<file path="src/ssbt_pkg.sv">
// Package of the seven-segment bank transposer: word types, glyph table, point logic.
package ssbt_pkg;

  localparam int NumDigits = 8;
  localparam int DigitW    = 5;
  localparam int RowIdxW   = 3;
  localparam logic [7:0] PointBit = 8'h80;
  localparam logic [7:0] BlankGlyph = 8'h00;

  // Segments a..g in bits 0..6.
  localparam logic [7:0] Glyph [16] = '{
    8'h3F, 8'h06, 8'h5B, 8'h4F, 8'h66, 8'h6D, 8'h7D, 8'h07,
    8'h7F, 8'h6F, 8'h77, 8'h7C, 8'h39, 8'h5E, 8'h79, 8'h71
  };

  typedef struct packed {
    logic              bank;
    logic [DigitW-1:0] digit_0;
    logic [DigitW-1:0] digit_1;
    logic [DigitW-1:0] digit_2;
    logic [DigitW-1:0] digit_3;
    logic [DigitW-1:0] digit_4;
    logic [DigitW-1:0] digit_5;
    logic [DigitW-1:0] digit_6;
    logic [DigitW-1:0] digit_7;
    logic [3:0]        point_position;
    logic              point_flash;
  } ssbt_in_t;

  typedef struct packed {
    logic [3:0] grid_address;
    logic [7:0] segment_byte;
    logic       last_write;
  } ssbt_out_t;

  typedef logic [7:0] pattern_t;

  // Decimal point of digit idx. Bank 0 uses positions 1..7 directly plus the flash
  // point on digit 3; bank 1 uses positions 1..8 offset by one.
  function automatic logic point_lit(logic bank, logic [3:0] pos, logic flash,
                                     logic [RowIdxW-1:0] idx);
    logic lit;
    if (!bank) begin
      lit = (flash && (idx == RowIdxW'(3))) ||
            ((pos >= 4'd1) && (pos <= 4'd7) && (pos == {1'b0, idx}));
    end else begin
      lit = (pos >= 4'd1) && (pos <= 4'd8) && (pos == ({1'b0, idx} + 4'd1));
    end
    return lit;
  endfunction

endpackage

</file>
<file path="src/ssbt_lane.sv">
// One digit lane: hex glyph lookup plus decimal point.
module ssbt_lane
  import ssbt_pkg::*;
(
  input  logic [DigitW-1:0] digit_i,
  input  logic              point_i,
  output pattern_t          pattern_o
);

  pattern_t glyph;

  always_comb begin
    // Codes 16 and above show blank.
    if (digit_i[DigitW-1]) begin
      glyph = BlankGlyph;
    end else begin
      glyph = Glyph[digit_i[3:0]];
    end
    pattern_o = point_i ? (glyph | PointBit) : glyph;
  end

endmodule

</file>
<file path="src/ssbt_merge.sv">
// Merging stage: transposes the lane patterns and sends one segment row per cycle.
module ssbt_merge
  import ssbt_pkg::*;
(
  input  logic      clk_i,
  input  logic      rst_ni,
  input  logic      load_i,
  input  logic      bank_i,
  input  pattern_t  pattern_i [NumDigits],
  output logic      busy_o,
  output logic      valid_o,
  output ssbt_out_t result_o
);

  logic [7:0]         rows_q [NumDigits];
  logic [7:0]         rows_d [NumDigits];
  logic               bank_q;
  logic               active_q;
  logic [RowIdxW-1:0] row_q;
  logic               last_row;

  // Row j collects segment j of every digit.
  always_comb begin
    for (int j = 0; j < NumDigits; j++) begin
      for (int i = 0; i < NumDigits; i++) begin
        rows_d[j][i] = pattern_i[i][j];
      end
    end
  end

  assign last_row = (row_q == RowIdxW'(NumDigits - 1));

  always_ff @(posedge clk_i) begin
    if (load_i) begin
      rows_q <= rows_d;
      bank_q <= bank_i;
    end
  end

  always_ff @(posedge clk_i or negedge rst_ni) begin
    if (!rst_ni) begin
      active_q <= 1'b0;
      row_q    <= '0;
    end else if (load_i) begin
      active_q <= 1'b1;
      row_q    <= '0;
    end else if (active_q) begin
      if (last_row) begin
        active_q <= 1'b0;
      end
      row_q <= row_q + RowIdxW'(1);
    end
  end

  // A new word may load during the final row, so banks follow with no gap.
  assign busy_o                = active_q && !last_row;
  assign valid_o               = active_q;
  assign result_o.grid_address = {row_q, bank_q};
  assign result_o.segment_byte = rows_q[row_q];
  assign result_o.last_write   = last_row;

endmodule

</file>
<file path="src/seven_segment_bank_transposer.sv">
// Seven-segment bank transposer: eight decode lanes feeding a row-serial merge stage.
// Latency: the first write appears in the cycle after start is taken.
// Throughput: one segment row written per cycle.
// busy is low during the final row, so the next bank follows without a gap.
// Reset clears the row sequencer; no write is in flight after reset.
module seven_segment_bank_transposer
  import ssbt_pkg::*;
(
  input  logic      clk_i,
  input  logic      rst_ni,
  input  logic      start,
  input  ssbt_in_t  cmd_i,
  output logic      busy,
  output logic      valid_o,
  output ssbt_out_t result_o
);

  logic [DigitW-1:0] digits [NumDigits];
  pattern_t          patterns [NumDigits];
  logic              load;

  assign digits[0] = cmd_i.digit_0;
  assign digits[1] = cmd_i.digit_1;
  assign digits[2] = cmd_i.digit_2;
  assign digits[3] = cmd_i.digit_3;
  assign digits[4] = cmd_i.digit_4;
  assign digits[5] = cmd_i.digit_5;
  assign digits[6] = cmd_i.digit_6;
  assign digits[7] = cmd_i.digit_7;

  assign load = start && !busy;

  for (genvar g = 0; g < NumDigits; g++) begin : g_lane
    ssbt_lane u_lane (
      .digit_i   (digits[g]),
      .point_i   (point_lit(cmd_i.bank, cmd_i.point_position, cmd_i.point_flash,
                            RowIdxW'(g))),
      .pattern_o (patterns[g])
    );
  end

  ssbt_merge u_merge (
    .clk_i     (clk_i),
    .rst_ni    (rst_ni),
    .load_i    (load),
    .bank_i    (cmd_i.bank),
    .pattern_i (patterns),
    .busy_o    (busy),
    .valid_o   (valid_o),
    .result_o  (result_o)
  );

endmodule

</file>
<file path="config.mk">
export PLATFORM = sky130hd
export DESIGN_NAME = seven_segment_bank_transposer
export DESIGN_NICKNAME = d
export VERILOG_FILES = /design/src/ssbt_pkg.sv /design/src/ssbt_lane.sv /design/src/ssbt_merge.sv /design/src/seven_segment_bank_transposer.sv
export SDC_FILE = /design/constraint.sdc
export NUM_CORES = 1
export LEC_CHECK = 0
export BUFFER_PORTS_ARGS = -buffer_cell sky130_fd_sc_hd__buf_4
export CORE_AREA = 2 2 135 98
export DETAILED_ROUTE_END_ITERATION = 10
export DIE_AREA = 0 0 137 100
export HOLD_SLACK_MARGIN = 0.06
export PLACE_DENSITY = 0.65
export REMOVE_ABC_BUFFERS = 1
export SYNTH_ARGS = -nofsm -noshare
export SYNTH_HDL_FRONTEND = slang
export SYNTH_SLANG_ARGS = --single-unit
export TNS_END_PERCENT = 5
</file>
<file path="constraint.sdc">
create_clock -name clk_i -period 3.7 [get_ports clk_i]
set_clock_uncertainty 0.1 [all_clocks]
set_input_delay 0.74 -clock clk_i [delete_from_list [all_inputs] [get_ports clk_i]]
set_output_delay 0.74 -clock clk_i [all_outputs]
set_load 0.03 [all_outputs]
</file>
# --- Yosys cells after proc, flatten, opt, wreduce, memory -nomap -nowiden ---
# Memories as Yosys holds them, arrays and structs flattened.
# Index checks and enable logic that the tools add are counted.
totals:
  reg_bits: 69
  memories: 8
  elab_cells: 122
  output_inout_bits: 15
  rom_bits: 1024
op_classes:
  addsub: 1
  order_cmp: 12
  bitwise_logic: 9
  n_mux: 40
  reduce_logical: 25
  n_eq_ne: 9
memory_table:
  columns: ["name", "depth", "width", "read_ports", "rd_clocked_by_memory_dff", "wr", "line_no", "rtl"]
  rows:
  - ["(name not given)", 16, 8, 1, 0, 0, "ssbt_lane.sv:17", "glyph = Glyph[digit_i[3:0]];"]
  - ["(name not given)", 16, 8, 1, 0, 0, "ssbt_lane.sv:17", null]
  - ["(name not given)", 16, 8, 1, 0, 0, "ssbt_lane.sv:17", null]
  - ["(name not given)", 16, 8, 1, 0, 0, "ssbt_lane.sv:17", null]
  - ["(name not given)", 16, 8, 1, 0, 0, "ssbt_lane.sv:17", null]
  - ["(name not given)", 16, 8, 1, 0, 0, "ssbt_lane.sv:17", null]
  - ["2 more memories", null, null, null, null, null, null, null]
op_table:
  columns: ["op", "n"]
  rows:
  - ["$mux 8", 26]
  - ["$ge 5x5->1 const B", 8]
  - ["$not 4->5", 8]
  - ["$bmux 8 s3", 1]
  - ["$logic_and 1x1->1", 20]
  - ["$eq 4x3->1 const B", 4]
  - ["$mux 1", 11]
  - ["$eq 4x2->1 const B", 2]
  - ["$mux 3", 2]
  - ["$eq 4x1->1 const B", 1]
  - ["$eq 4x4->1 const B", 1]
  - ["$ge 4x1->1 const B", 1]
  - ["$ge 4x4->1 const B", 1]
  - ["$le 4x3->1 const B", 1]
  - ["$le 4x4->1 const B", 1]
  - ["$logic_not 4->1", 1]
  - ["$not 3->4", 1]
  - ["$add 3x1->3 const B", 1]
  - ["$eq 3x3->1 const B", 1]
  - ["$logic_not 1->1", 2]
  - ["$reduce_bool 2->1", 1]
  - ["$logic_or 1x1->1", 1]

# --- Depth between registers and ports, before layout ---
logic_depth:
  word_depth: 6
  mapped_depth: 5
  ltp_nobuf: 5

# --- Hierarchy ---
# A second synthesis with hierarchy kept.
unflattened:
  cells_unflattened: 404
  hier_area_um2: 5052.3
modules_own_cells:
  columns: ["module", "n_inst", "seq_area_each_um2", "area_per_inst_um2", "cells_per_inst"]
  rows:
  - ["ssbt_merge", 1, 2052.0, 2698.8, 110]
  - ["ssbt_lane at g_lane[3].u_lane ...", 3, 0.0, 276.5, 34]
  - ["ssbt_lane at g_lane[6].u_lane ...", 2, 0.0, 289.0, 33]
  - ["ssbt_lane at g_lane[1].u_lane ...", 2, 0.0, 269.0, 36]
  - ["ssbt_lane at g_lane[0].u_lane", 1, 0.0, 271.5, 34]
  - ["seven_segment_bank_transposer", 1, 0.0, 136.4, 20]

# --- Least setup slack after synthesis ---
# Ideal clock, no wire load.
synth_path:
  path_kind: "flip-flop to flip-flop"
  start: "register u_merge.row_q[0]"
  end: "register u_merge.bank_q (enable)"
  path_stages_with_launch: 5
  arrival_ns: 2.604
  setup_ns: 0.430
  setup_slack_ns: 0.566
  period_less_slack_ns: 3.134
  path_cell_list: "dfrtp_1 -> ha_1 -> ha_1 -> nand2b_1 -> and2_1"
synth_via:
  elab_chain_len: 5
synth_lines:
  columns: ["item", "line_no", "rtl"]
  rows:
  - ["start, declared", "ssbt_merge.sv:19", "logic [RowIdxW-1:0] row_q;"]
  - ["start signal, assigned", "ssbt_merge.sv:51", "row_q <= row_q + RowIdxW'(1);"]
  - ["$eq 3x3->1", "ssbt_merge.sv:31", "assign last_row = (row_q == RowIdxW'(NumDigits - 1));"]
  - ["named net u_merge.last_row", "ssbt_merge.sv:20", "logic last_row;"]
  - ["$logic_not 1->1", "ssbt_merge.sv:56", "assign busy_o = active_q && !last_row;"]
  - ["$logic_and 1x1->1", "ssbt_merge.sv:56", null]
  - ["$logic_not 1->1", "seven_segment_bank_transposer.sv:31", "assign load = start && !busy;"]
  - ["$logic_and 1x1->1", "seven_segment_bank_transposer.sv:31", null]
  - ["named net load", "seven_segment_bank_transposer.sv:20", "logic load;"]
  - ["end signal, assigned", "ssbt_merge.sv:36", "bank_q <= bank_i;"]
  - ["end, declared", "ssbt_merge.sv:17", "logic bank_q;"]
# The timed path passes the listed nets, and every way through them passes these cells.
# A chain may end at the register's enable or synchronous reset.

==> impl_summary.log <==
[metrics] starting utilization of the core area: 0.394
[metrics] most common cell in the netlist: sky130_fd_sc_hd__edfxtp_1
[metrics] number of antenna violations at the first check in global routing: 0
[metrics] Port Buf Inserts: 63
[metrics] nature of the critical path endpoint: output port
[metrics] Power Dens Cells: 543 nW/um^2
[metrics] clock transition at the registers of the reported paths: 50 ps
[metrics] sum of internal, switching and leakage power: 3.18 mW
[metrics] warnings from Yosys: 0
[metrics] aggregate global routing overflow: 0
[metrics] Synth Instances: 430
[metrics] Data arrival, critical path: 2280 ps
[metrics] number of synthesized register bits: 69
[metrics] summed negative setup slack over all endpoints: 0 ps
[metrics] count of H-tree levels built during CTS: 3
[metrics] antenna diode count: 0
[metrics] Worst Tran Pin Value: 801 ps
[metrics] routed length per instance: about 14 um
[metrics] clock network latency to the later pin of the worst-skew pair: about 320 ps
[metrics] least setup slack across all paths after layout: 575 ps
[metrics] Area Growth Syn to Fin: 17.7%
[metrics] multi-input gate area in the final layout: 2650 sq um
[metrics] number of synthesized flops with an enable pin: between 60 and 70
[metrics] Post-DP Area: approximately 5600 sq um
[metrics] min cycle time layout: 3120 ps
[metrics] clock tree from TritonCTS: built
[metrics] Final Setup Violations: 0
[metrics] fraction of the cycle the final worst path needs: 0.845
[metrics] maximum number of pins on one net before global-route repair: 41
[metrics] number of pins with negative max-slew slack in the final report: 0
[metrics] largest driver fanout on the critical path: 12
[metrics] cell row count: 35
[metrics] detail-routed via count per cell: 5.29
[metrics] floorplan die width: 137 um
[metrics] global-route wire length before repair: 15600 um
[metrics] total core area: 12600 sq um
[metrics] Clk Tree Root Cell: sky130_fd_sc_hd__clkbuf_16
[metrics] share of flip-flops with an asynchronous set or reset after synthesis: 0.0580
[metrics] post-detailed-route DRC marker count: 0
[metrics] unrepaired setup endpoints after global routing: false
[metrics] peak ir drop on the vdd network: 0.634 mV
[metrics] 1st-iter DRT viols: 163
[metrics] final non-filler cell area: 5850 sq um
[metrics] outcome: finished, final reports clean
[metrics] count of max-cap constraint violations: 0
[metrics] fill cell count: 1158
[metrics] Num Clock Sinks: 69
[metrics] Antenna Nets Post-Route: 0
[metrics] f_max: 320 MHz
[metrics] top-area cell type share of the netlist area: 0.393
[metrics] post-synthesis instance area: slightly below 5000 sq um
[metrics] worst-case clock buffer depth: 2
[metrics] half-perimeter wire length after detailed placement: a little over 7000 um
[metrics] cell types with the largest area share after synthesis: sky130_fd_sc_hd__edfxtp_1, sky130_fd_sc_hd__ha_1, sky130_fd_sc_hd__mux4_2
[metrics] via count of the first global-routing pass: 3285
[metrics] total die area: 13700 sq um
[metrics] final weighted congestion in routability-driven placement: 0.852
[metrics] layout cells sized above 1: 0.219
[metrics] commonest cells in the netlist: sky130_fd_sc_hd__edfxtp_1, sky130_fd_sc_hd__ha_1, sky130_fd_sc_hd__inv_1
[metrics] number of gates resized after CTS: 0
[metrics] sequential cell area fraction in the yosys report: 0.413
[metrics] number of iterations in the first detailed-routing pass: 5
[metrics] main flop type after synthesis: sky130_fd_sc_hd__edfxtp_1
[metrics] data required time of the critical path: 2860 ps
[metrics] count of hold buffers inserted by post-cts repair: 0
[metrics] total leakage power: 2.37 nW
[metrics] I/O pins: 64
[metrics] total vias in the final route: roughly 3500
[metrics] CP Launch Type: flip-flop
[metrics] combined flip-flop and latch cell area: 2050 sq um
[metrics] crit path kind: flip-flop to output port
[metrics] Total Nets Final: 590
[metrics] Post-Place Setup Slack: 890 ps
[metrics] path class of the lowest-slack min-delay path: input port to asynchronous set/reset pin
[metrics] total routing resource utilization after global routing: 0.145
[metrics] syn_area_per_cell: about 12 sq um
[metrics] endpoints failing hold: 0
[metrics] aggregate routed wire length: 9420 um
[metrics] clock buffer count from CTS: 9
[metrics] die height: 100 um
[metrics] number of distinct library cells after synthesis: between 40 and 50
[metrics] Max-slew headroom: 0.466
[metrics] library cell occupying the most area in the post-synthesis netlist: sky130_fd_sc_hd__edfxtp_1
[metrics] number of setup buffers added after CTS: 0
-- sequential cells by signal (all words and copies together) (netlist names) --
name,cells
u_merge.valid_o,1
u_merge.rows_q,64
u_merge.row_q,3
u_merge.bank_q,1
-- path summary, 6_finish.rpt --
path,end,cells past startpoint,start,slack [ps]
worst max-delay path,result_o[4],4,u_merge.row_q[0]$_DFFE_PN0P_,580
worst min-delay path,u_merge.valid_o$_DFF_PN0_,1,rst_ni,110
worst max register to register,u_merge.rows_q[42]$_SDFFCE_PP0P_,5,u_merge.row_q[1]$_DFFE_PN0P_,970
worst min register to register,u_merge.row_q[0]$_DFFE_PN0P_,1,u_merge.valid_o$_DFF_PN0_,540
max in group asynchronous,u_merge.row_q[1]$_DFFE_PN0P_,1,rst_ni,3290
min in group clk_i,u_merge.row_q[0]$_DFFE_PN0P_,1,u_merge.valid_o$_DFF_PN0_,540
-- cell usage in the layout, fill, tap and decap left out, drive strengths merged, types with 7 or more instances in the layout --
master,count
inv,39
nor2b,16
mux4,22
o21bai,7
buf,65
ha,58
a21oi,9
nand2b,14
clkbuf,9
edfxtp,65
nor3,11
a221oi,27
a211oi,16
nand2,23
nor2,38
o21ai,16
mux2,8
-- worst max-delay path: stages, from the launching register on --
cell and delay [ps]:
sky130_fd_sc_hd__dfrtp_1 560, sky130_fd_sc_hd__buf_4 340, sky130_fd_sc_hd__mux4_1 600, sky130_fd_sc_hd__mux2_4 290, sky130_fd_sc_hd__buf_4 170
-- cells by family after synthesis --
group	after synthesis	synth area share
AOI/OAI and AO/OA	89	0.131
xor gates and xnor gates	5	0.00881
adders and majority gates	58	0.146
buffers and inverters	62	0.0541
DFF	69	0.413
muxes	31	0.132
and+or+nand+nor	116	0.115
-- cell type report --
cell class | count | share of cell area
repair buffers | 65 | 0.0856
flip-flops and latches | 69 | 0.351
multi-input cells | 299 | 0.453
clock inverters | 7 | 0.0113
well taps | 166 | 0.0355
inverters | 39 | 0.0250
clock buffers | 9 | 0.0385
-- layer usage --
layer	vias up	routed length, um	track usage	part of all wire
li1	1720	-	-	-
met1	1639	4410	0.194	0.47
met2	92	4500	0.239	0.48
met3	7	437	0.0323	0.046
met4	0	74	0.0389	0.0079
met5	-	0	0	0
-- power breakdown --
part / internal (mW) / switching (mW) / total (mW)
registers: 1.03 / 0.123 / 1.15
logic: 0.600 / 0.610 / 1.21
clock network: 0.517 / 0.297 / 0.813
-- stage by stage --
step	utilization	hold slack (ps)	instances
after floorplan	-	344	407
after global placement	0.441	439	638
after detailed placement	0.441	442	638
after CTS	0.464	95.0	654
after global routing	0.464	89.7	654
final	0.464	108	654
(Power assumes the default switching activity.)
